--- src/hdl/iafp_pkg.sv ---
package iafp_pkg;

    localparam int BYTE_W   = 8;
    localparam int POS_W    = 4;
    localparam int RAW_W    = 16;
    localparam int OP_W     = 18;
    localparam int PROD_W   = 40;
    localparam int RES_W    = 26;
    localparam int COUNT_W  = 32;
    localparam int FRAC_W   = 11;

    localparam int QUEUE_DEPTH_DEF = 2;

    localparam logic [POS_W-1:0]  POS_HEADER   = 4'd0;
    localparam logic [POS_W-1:0]  POS_TYPE     = 4'd1;
    localparam logic [POS_W-1:0]  POS_PAY_LO   = 4'd2;
    localparam logic [POS_W-1:0]  POS_PAY_HI   = 4'd7;
    localparam logic [POS_W-1:0]  POS_CHECKSUM = 4'd10;

    localparam logic [BYTE_W-1:0] HEADER_BYTE = 8'h55;
    localparam logic [BYTE_W-1:0] ANGLE_TYPE  = 8'h53;

    localparam logic signed [OP_W-1:0]   QUARTER_TURN_RAW = 18'sd16384;
    localparam logic signed [OP_W-1:0]   HALF_TURN_RAW    = 18'sd32768;
    localparam logic signed [PROD_W-1:0] SCALE_NUM        = 40'sd1125000;
    localparam logic signed [PROD_W-1:0] TRUNC_BIAS       = 40'sd2047;

    typedef struct packed {
        logic signed [RAW_W-1:0] r0;
        logic signed [RAW_W-1:0] r1;
        logic signed [RAW_W-1:0] r2;
    } angle_job_t;

    typedef struct packed {
        logic full;
        logic empty;
    } queue_status_t;

endpackage

--- src/hdl/iafp_if.sv ---
interface iafp_byte_if;
    logic                         valid;
    logic                         ready;
    logic [iafp_pkg::BYTE_W-1:0]  rx_byte;

    modport source (output valid, output rx_byte, input ready);
    modport sink   (input valid, input rx_byte, output ready);
endinterface

interface iafp_angle_if;
    logic                                valid;
    logic                                ready;
    logic signed [iafp_pkg::RES_W-1:0]   roll_e5;
    logic signed [iafp_pkg::RES_W-1:0]   pitch_e5;
    logic [iafp_pkg::RES_W-1:0]          yaw_e5;
    logic [iafp_pkg::COUNT_W-1:0]        frame_count;

    modport source (output valid, output roll_e5, output pitch_e5, output yaw_e5,
                    output frame_count, input ready);
    modport sink   (input valid, input roll_e5, input pitch_e5, input yaw_e5,
                    input frame_count, output ready);
endinterface

--- src/hdl/iafp_front.sv ---
module iafp_front (
    input  logic                     clk,
    input  logic                     rst_n,
    iafp_byte_if.sink                rx,
    input  iafp_pkg::queue_status_t  q_status,
    output logic                     push,
    output iafp_pkg::angle_job_t     push_job
);
    import iafp_pkg::*;

    logic [POS_W-1:0]  pos_reg;
    logic [POS_W-1:0]  pos_next;
    logic [BYTE_W-1:0] sum_reg;
    logic [BYTE_W-1:0] sum_next;
    logic [BYTE_W-1:0] type_reg;
    logic [BYTE_W-1:0] pay_reg [6];
    logic [POS_W-1:0]  pay_off;
    logic              accept;

    assign rx.ready = !q_status.full;
    assign accept   = rx.valid && rx.ready;
    assign pay_off  = pos_reg - POS_PAY_LO;

    always_comb
    begin
        pos_next = pos_reg;
        sum_next = sum_reg;
        push     = 1'b0;
        if (accept)
        begin
            priority if (pos_reg == POS_HEADER)
            begin
                if (rx.rx_byte == HEADER_BYTE)
                begin
                    pos_next = POS_TYPE;
                    sum_next = rx.rx_byte;
                end
            end
            else if (pos_reg == POS_CHECKSUM)
            begin
                pos_next = POS_HEADER;
                push     = (rx.rx_byte == sum_reg) && (type_reg == ANGLE_TYPE);
            end
            else
            begin
                pos_next = pos_reg + 4'd1;
                sum_next = sum_reg + rx.rx_byte;
            end
        end
    end

    assign push_job.r0 = {pay_reg[1], pay_reg[0]};
    assign push_job.r1 = {pay_reg[3], pay_reg[2]};
    assign push_job.r2 = {pay_reg[5], pay_reg[4]};

    always_ff @(posedge clk or negedge rst_n)
    begin
        if (!rst_n)
        begin
            pos_reg <= POS_HEADER;
        end
        else
        begin
            pos_reg <= pos_next;
        end
    end

    always_ff @(posedge clk)
    begin
        sum_reg <= sum_next;
        if (accept && pos_reg == POS_TYPE)
        begin
            type_reg <= rx.rx_byte;
        end
        if (accept && pos_reg >= POS_PAY_LO && pos_reg <= POS_PAY_HI)
        begin
            pay_reg[pay_off[2:0]] <= rx.rx_byte;
        end
    end

endmodule

--- src/hdl/iafp_queue.sv ---
module iafp_queue #(
    parameter int DEPTH = iafp_pkg::QUEUE_DEPTH_DEF
) (
    input  logic                     clk,
    input  logic                     rst_n,
    input  logic                     push,
    input  iafp_pkg::angle_job_t     push_job,
    input  logic                     pop,
    output iafp_pkg::angle_job_t     pop_job,
    output iafp_pkg::queue_status_t  status
);
    import iafp_pkg::*;

    localparam int PTR_W = (DEPTH > 1) ? $clog2(DEPTH) : 1;
    localparam int CNT_W = $clog2(DEPTH + 1);
    localparam logic [PTR_W-1:0] LAST_PTR  = PTR_W'(DEPTH - 1);
    localparam logic [CNT_W-1:0] FULL_CNT  = CNT_W'(DEPTH);

    angle_job_t        mem [DEPTH];
    logic [PTR_W-1:0]  wr_ptr_reg;
    logic [PTR_W-1:0]  rd_ptr_reg;
    logic [CNT_W-1:0]  cnt_reg;
    logic [CNT_W-1:0]  cnt_next;

    assign status.full  = (cnt_reg == FULL_CNT);
    assign status.empty = (cnt_reg == '0);
    assign pop_job      = mem[rd_ptr_reg];

    always_comb
    begin
        cnt_next = cnt_reg;
        if (push && !pop)
        begin
            cnt_next = cnt_reg + 1'b1;
        end
        else if (pop && !push)
        begin
            cnt_next = cnt_reg - 1'b1;
        end
    end

    always_ff @(posedge clk or negedge rst_n)
    begin
        if (!rst_n)
        begin
            wr_ptr_reg <= '0;
            rd_ptr_reg <= '0;
            cnt_reg    <= '0;
        end
        else
        begin
            cnt_reg <= cnt_next;
            if (push)
            begin
                wr_ptr_reg <= (wr_ptr_reg == LAST_PTR) ? '0 : wr_ptr_reg + 1'b1;
            end
            if (pop)
            begin
                rd_ptr_reg <= (rd_ptr_reg == LAST_PTR) ? '0 : rd_ptr_reg + 1'b1;
            end
        end
    end

    always_ff @(posedge clk)
    begin
        if (push)
        begin
            mem[wr_ptr_reg] <= push_job;
        end
    end

endmodule

--- src/hdl/iafp_back.sv ---
module iafp_back (
    input  logic                     clk,
    input  logic                     rst_n,
    input  iafp_pkg::queue_status_t  q_status,
    input  iafp_pkg::angle_job_t     pop_job,
    output logic                     pop,
    iafp_angle_if.source             angle
);
    import iafp_pkg::*;

    logic                      op_v_reg;
    logic                      prod_v_reg;
    logic                      out_v_reg;
    logic                      op_ld;
    logic                      prod_ld;
    logic                      out_ld;

    logic signed [OP_W-1:0]    roll_op_reg;
    logic signed [OP_W-1:0]    pitch_op_reg;
    logic signed [OP_W-1:0]    yaw_op_reg;
    logic signed [OP_W-1:0]    roll_op_next;
    logic signed [OP_W-1:0]    pitch_op_next;
    logic signed [OP_W-1:0]    yaw_op_next;

    logic signed [PROD_W-1:0]  roll_prod_reg;
    logic signed [PROD_W-1:0]  pitch_prod_reg;
    logic signed [PROD_W-1:0]  yaw_prod_reg;
    logic signed [PROD_W-1:0]  roll_adj;
    logic signed [PROD_W-1:0]  pitch_adj;
    logic signed [PROD_W-1:0]  yaw_adj;

    logic signed [RES_W-1:0]   roll_reg;
    logic signed [RES_W-1:0]   pitch_reg;
    logic [RES_W-1:0]          yaw_reg;
    logic [COUNT_W-1:0]        count_reg;
    logic [COUNT_W-1:0]        count_next;
    logic [COUNT_W-1:0]        frame_count_reg;

    assign out_ld  = prod_v_reg && (!out_v_reg || angle.ready);
    assign prod_ld = op_v_reg && (!prod_v_reg || out_ld);
    assign op_ld   = !q_status.empty && (!op_v_reg || prod_ld);
    assign pop     = op_ld;

    assign roll_op_next  = OP_W'(pop_job.r1);
    assign pitch_op_next = QUARTER_TURN_RAW - OP_W'(pop_job.r0);
    assign yaw_op_next   = HALF_TURN_RAW - OP_W'(pop_job.r2);

    // Division by 2048 must truncate toward zero, so negative products get a bias.
    assign roll_adj  = roll_prod_reg  + (roll_prod_reg[PROD_W-1]  ? TRUNC_BIAS : '0);
    assign pitch_adj = pitch_prod_reg + (pitch_prod_reg[PROD_W-1] ? TRUNC_BIAS : '0);
    assign yaw_adj   = yaw_prod_reg   + (yaw_prod_reg[PROD_W-1]   ? TRUNC_BIAS : '0);

    assign count_next = count_reg + 1'b1;

    assign angle.valid       = out_v_reg;
    assign angle.roll_e5     = roll_reg;
    assign angle.pitch_e5    = pitch_reg;
    assign angle.yaw_e5      = yaw_reg;
    assign angle.frame_count = frame_count_reg;

    always_ff @(posedge clk or negedge rst_n)
    begin
        if (!rst_n)
        begin
            op_v_reg   <= 1'b0;
            prod_v_reg <= 1'b0;
            out_v_reg  <= 1'b0;
            count_reg  <= '0;
        end
        else
        begin
            if (op_ld)
            begin
                op_v_reg <= 1'b1;
            end
            else if (prod_ld)
            begin
                op_v_reg <= 1'b0;
            end
            if (prod_ld)
            begin
                prod_v_reg <= 1'b1;
            end
            else if (out_ld)
            begin
                prod_v_reg <= 1'b0;
            end
            if (out_ld)
            begin
                out_v_reg <= 1'b1;
                count_reg <= count_next;
            end
            else if (angle.ready)
            begin
                out_v_reg <= 1'b0;
            end
        end
    end

    always_ff @(posedge clk)
    begin
        if (op_ld)
        begin
            roll_op_reg  <= roll_op_next;
            pitch_op_reg <= pitch_op_next;
            yaw_op_reg   <= yaw_op_next;
        end
        if (prod_ld)
        begin
            roll_prod_reg  <= PROD_W'(roll_op_reg)  * SCALE_NUM;
            pitch_prod_reg <= PROD_W'(pitch_op_reg) * SCALE_NUM;
            yaw_prod_reg   <= PROD_W'(yaw_op_reg)   * SCALE_NUM;
        end
        if (out_ld)
        begin
            roll_reg        <= roll_adj[FRAC_W +: RES_W];
            pitch_reg       <= pitch_adj[FRAC_W +: RES_W];
            yaw_reg         <= yaw_adj[FRAC_W +: RES_W];
            frame_count_reg <= count_next;
        end
    end

endmodule

--- src/hdl/imu_angle_frame_parser.sv ---
// Channel   Modport  Transaction
// rx        sink     one serial byte from the sensor
// angle     source   roll, pitch, yaw and frame count of one good angle packet
//
// One byte is taken every cycle; the checksum byte of a good angle packet yields
// a result through the job queue, operand, multiply and output registers.
// Reset clears the byte position, the queue and the frame count.
// rx stalls only while the job queue is full; the queue lets the byte framer run
// while angle is held back.
module imu_angle_frame_parser #(
    parameter int QUEUE_DEPTH = iafp_pkg::QUEUE_DEPTH_DEF
) (
    input  logic          clk,
    input  logic          rst_n,
    iafp_byte_if.sink     rx,
    iafp_angle_if.source  angle
);
    import iafp_pkg::*;

    queue_status_t  q_status;
    logic           push;
    logic           pop;
    angle_job_t     push_job;
    angle_job_t     pop_job;

    iafp_front u_front (
        .clk      (clk),
        .rst_n    (rst_n),
        .rx       (rx),
        .q_status (q_status),
        .push     (push),
        .push_job (push_job)
    );

    iafp_queue #(
        .DEPTH (QUEUE_DEPTH)
    ) u_queue (
        .clk      (clk),
        .rst_n    (rst_n),
        .push     (push),
        .push_job (push_job),
        .pop      (pop),
        .pop_job  (pop_job),
        .status   (q_status)
    );

    iafp_back u_back (
        .clk      (clk),
        .rst_n    (rst_n),
        .q_status (q_status),
        .pop_job  (pop_job),
        .pop      (pop),
        .angle    (angle)
    );

endmodule
--- src/flat_wrapper.sv ---
// flat-port wrapper written by rule: the top's interface ports become plain ports
module imu_angle_frame_parser_flat import iafp_pkg::*;
#(
    parameter int QUEUE_DEPTH = iafp_pkg::QUEUE_DEPTH_DEF
)
  (clk, rst_n, rx_valid, rx_rx_byte, rx_ready, angle_valid, angle_roll_e5, angle_pitch_e5, angle_yaw_e5, angle_frame_count, angle_ready);
  iafp_byte_if rx_i ();
  iafp_angle_if angle_i ();
  input  logic clk;
  input  logic rst_n;
  input wire logic [$bits(rx_i.valid)-1:0] rx_valid;
  input wire logic [$bits(rx_i.rx_byte)-1:0] rx_rx_byte;
  output wire logic [$bits(rx_i.ready)-1:0] rx_ready;
  output wire logic [$bits(angle_i.valid)-1:0] angle_valid;
  output wire logic [$bits(angle_i.roll_e5)-1:0] angle_roll_e5;
  output wire logic [$bits(angle_i.pitch_e5)-1:0] angle_pitch_e5;
  output wire logic [$bits(angle_i.yaw_e5)-1:0] angle_yaw_e5;
  output wire logic [$bits(angle_i.frame_count)-1:0] angle_frame_count;
  input wire logic [$bits(angle_i.ready)-1:0] angle_ready;
  assign rx_i.valid = rx_valid;
  assign rx_i.rx_byte = rx_rx_byte;
  assign rx_ready = rx_i.ready;
  assign angle_valid = angle_i.valid;
  assign angle_roll_e5 = angle_i.roll_e5;
  assign angle_pitch_e5 = angle_i.pitch_e5;
  assign angle_yaw_e5 = angle_i.yaw_e5;
  assign angle_frame_count = angle_i.frame_count;
  assign angle_i.ready = angle_ready;
  imu_angle_frame_parser #(.QUEUE_DEPTH(QUEUE_DEPTH)) u_core (.clk(clk), .rst_n(rst_n), .rx(rx_i), .angle(angle_i));
endmodule
--- config.mk ---
export PLATFORM = sky130hd
export DESIGN_NAME = imu_angle_frame_parser_flat
export DESIGN_NICKNAME = d
export VERILOG_FILES = /design/src/hdl/iafp_pkg.sv /design/src/hdl/iafp_if.sv /design/src/hdl/iafp_front.sv /design/src/hdl/iafp_queue.sv /design/src/hdl/iafp_back.sv /design/src/hdl/imu_angle_frame_parser.sv /design/src/flat_wrapper.sv
export SDC_FILE = /design/constraint.sdc
export NUM_CORES = 1
export LEC_CHECK = 0
export ABC_AREA = 0
export BUFFER_PORTS_ARGS = -buffer_cell sky130_fd_sc_hd__buf_4
export CAP_MARGIN = 15
export CORE_MARGIN = 1
export CORE_UTILIZATION = 31
export DETAILED_ROUTE_END_ITERATION = 7
export PLACE_DENSITY = 0.47
export SLEW_MARGIN = 20
export SYNTH_ARGS = -nofsm -noshare
export SYNTH_HDL_FRONTEND = slang
export SYNTH_SLANG_ARGS = --single-unit
--- constraint.sdc ---
create_clock -name clk -period 6.2 [get_ports clk]
set_input_delay 0.31 -clock clk [delete_from_list [all_inputs] [get_ports clk]]
set_output_delay 0.31 -clock clk [all_outputs]
set_load 0.02 [all_outputs]
==> reports/metrics.cfg <==
[final_layout]
largest_reg_flops = 96
antenna_cells = 0
fin_area_mm2 = 0.0362
fin_cells = 4150
fin_nets = 3374
layout_commonest_cell = ha_1
syn_to_final_growth_pct = 14.2
layout_common_cells = ha_1, edfxtp_1, inv_1
drive_gt1_share_pct = 10.5

[job]
drv_cap = 0

[drt]
wl_per_cell_um = 15.5
vias = 18669
dr.first_iter.drc_count = 758
dr.pass1.iters = 5
ant_nets = 0
drc = 0
finalWirelength_mm = 64.4
viasPerCell = 4.50

[synth]
yosysSeqAreaShare_pct = 43.7
synth_edf_count = 425
yosys_most_used_dff = edfxtp_1
synth-async-reset-ratio_pct = 9.19
synth_warnings = 0
synthTopCellsByArea = edfxtp_1, ha_1, fa_1, xnor2_1, inv_1
avgSynthCellArea_um2 = 12.3
syn-instance-count = 2568
synthesis.area_mm2 = 0.0317
ys_types = 88
synth_top_area_cell = edfxtp_1
synth_top_area_share_pct = 40.3
ys_ff_latch = 468

[sta]
fin_setup_tns_ns = 0
timing.fmax_mhz = 169
fin_crit_sh_pct = 95.3
slew_headroom_pct = 40.1
finalSetupViolCount = 0
final-hold-violation-count = 0
rsz0062_at_grt = no
worst_pin_slew_ns = 0.899
holdWs_ns = 0.0592
fin_crit_ns = 5.91
finClkSkew_ns = 0.0243
slew_viol_final = 0

[global_route]
grt_pass1_vias = 19789
grt_pass1_wl_mm = 104
grtUsageTotal_pct = 12.5
antenna_found_initial = 1
grt_max_degree = 81
grt_overflow = 0

[place]
dp_hpwl_mm = 50.1
placed_area_mm2 = 0.0343
dpl.cell_count = 4043
numPortBuffers = 123
gp_congestion = 0.842

[worst_setup_path]
max_stage_delay_ns = 0.54
reg2regPathDepth = 21
path_common_cell = inv_1
required_ns = 6.55
cp.buffers_inverters = 7
critPathCaptureType = flop
cp-start-kind = flop
r2r-end = u_core.u_back.pitch_prod_reg[33]$_DFFE_PP_
reg2reg_from = u_core.u_back.pitch_op_reg[15]$_DFFE_PP_
crit_slowest_cell = fa_1
critPathArrivalTime_ns = 6.26
crit_type = reg2reg
crit_chain = ha_2 > inv_1 > fa_1 > inv_1 > fa_1 > inv_1 > fa_1 > inv_1 > fa_1 > inv_1 > fa_1 > inv_1 > ha_1 > a21o_1 > a211oi_2 > inv_1 > o221ai_2 > o21ai_2 > a221o_1 > a21oi_2 > xnor2_1
worst-path-max-fanout = 5
path_delay_family = adder cells
rrSetupSlack_ns = 0.29

[outcome]
status = complete, no violations

[clock_tree]
htree_levels = 2
clock_latency_ns = 0.62
clk_pin_slew_ns = 0.06
clock-sinks = 468
cts_max_path_buffers = 3
numCtsBuffers = 53
clock-root-buffer = clkbuf_16
cts_tree = yes

[hold_path]
min_from = rx_rx_byte[5]
worst_hold_path.endpoint = u_core.u_front.pay_reg[3][5]$_DFFE_PP_
holdPathStages = 1
hold_path_class = in2reg

[floorplanning]
dieArea_mm2 = 0.103
rows = 116
initial_core_util_pct = 31.4
ios = 124
coreArea_mm2 = 0.101
die_h_um = 322
die_x_um = 322

area by class of cell:
class	instances	area, um^2
sequential	468	13800
multi-input combinational	1738	16500
clock buffer	68	1430
clock inverter	29	288
fill	9785	64600
timing repair buffer	156	1190
inverter	334	1260
tap	1357	1700
synthesized netlist by cell type, types with 19 or more instances:
| cell | number |
|---|---|
| ha_1 | 443 |
| edfxtp_1 | 425 |
| inv_1 | 334 |
| fa_1 | 168 |
| xnor2_1 | 165 |
| nand2_1 | 117 |
| nor2_1 | 113 |
| xor2_1 | 105 |
| a21oi_1 | 91 |
| o21ai_0 | 59 |
| nand3_1 | 56 |
| a21o_1 | 53 |
| dfrtp_1 | 43 |
| nor3_1 | 32 |
| nand4_1 | 31 |
| mux2i_1 | 27 |
| and3_1 | 22 |
| clkbuf_1 | 20 |
| o21a_1 | 19 |
layer usage:
layer / GRT usage, % / part of all wire, %
met1: 16.4 / 47
met2: 21.6 / 48
met3: 1.90 / 3.1
met4: 3.17 / 1.9
met5: 0 / 0
how the worst max path moves through the flow:
stage | cells after the start | start | slack (ns) | to
after floorplan | 22 | u_core.u_back.pitch_op_reg[16]$_DFFE_PP_ | 0.30 | u_core.u_back.pitch_prod_reg[33]$_DFFE_PP_
after global routing | 19 | u_core.u_back.yaw_op_reg[8]$_DFFE_PP_ | 0.001 | u_core.u_back.yaw_prod_reg[34]$_DFFE_PP_
final | 21 | u_core.u_back.pitch_op_reg[15]$_DFFE_PP_ | 0.29 | u_core.u_back.pitch_prod_reg[33]$_DFFE_PP_
after global placement | 21 | u_core.u_back.pitch_op_reg[15]$_DFFE_PP_ | 0.24 | u_core.u_back.pitch_prod_reg[33]$_DFFE_PP_
after detailed placement | 21 | u_core.u_back.pitch_op_reg[15]$_DFFE_PP_ | 0.18 | u_core.u_back.pitch_prod_reg[33]$_DFFE_PP_
after CTS | 21 | u_core.u_back.pitch_op_reg[15]$_DFFE_PP_ | 0.18 | u_core.u_back.pitch_prod_reg[33]$_DFFE_PP_
kinds of logic after synthesis:
group / after synthesis / synth area share, %
DFF: 468 / 43.7
xor gates and xnor gates: 270 / 7.47
other: 2 / 0.0237
adders and majority gates: 611 / 28.1
buffers and inverters: 370 / 4.51
muxes: 47 / 1.61
and+or+nand+nor: 469 / 7.61
AOI/OAI and AO/OA: 331 / 6.97
what timing repair did:
| action | CTS | global route |
|---|---|---|
| endpoints found under the hold margin | 64 | 0 |
| endpoints found under the setup margin | 0 | 7 |
| resized for setup | 0 | 5 |
| hold buffers | 6 | 0 |
| buffers inserted | 0 | 4 |
through the flow:
step	setup slack, ns	util [%]
2_1_floorplan	0.302	-
3_3_place_gp	0.239	34.1
3_5_place_dp	0.177	34.1
4_1_cts	0.177	35.9
5_1_grt	0.00132	35.9
6_report	0.293	35.9
Power is not shown: default switching activity piles up to over one toggle a cycle in this logic, so the estimate is an artifact.
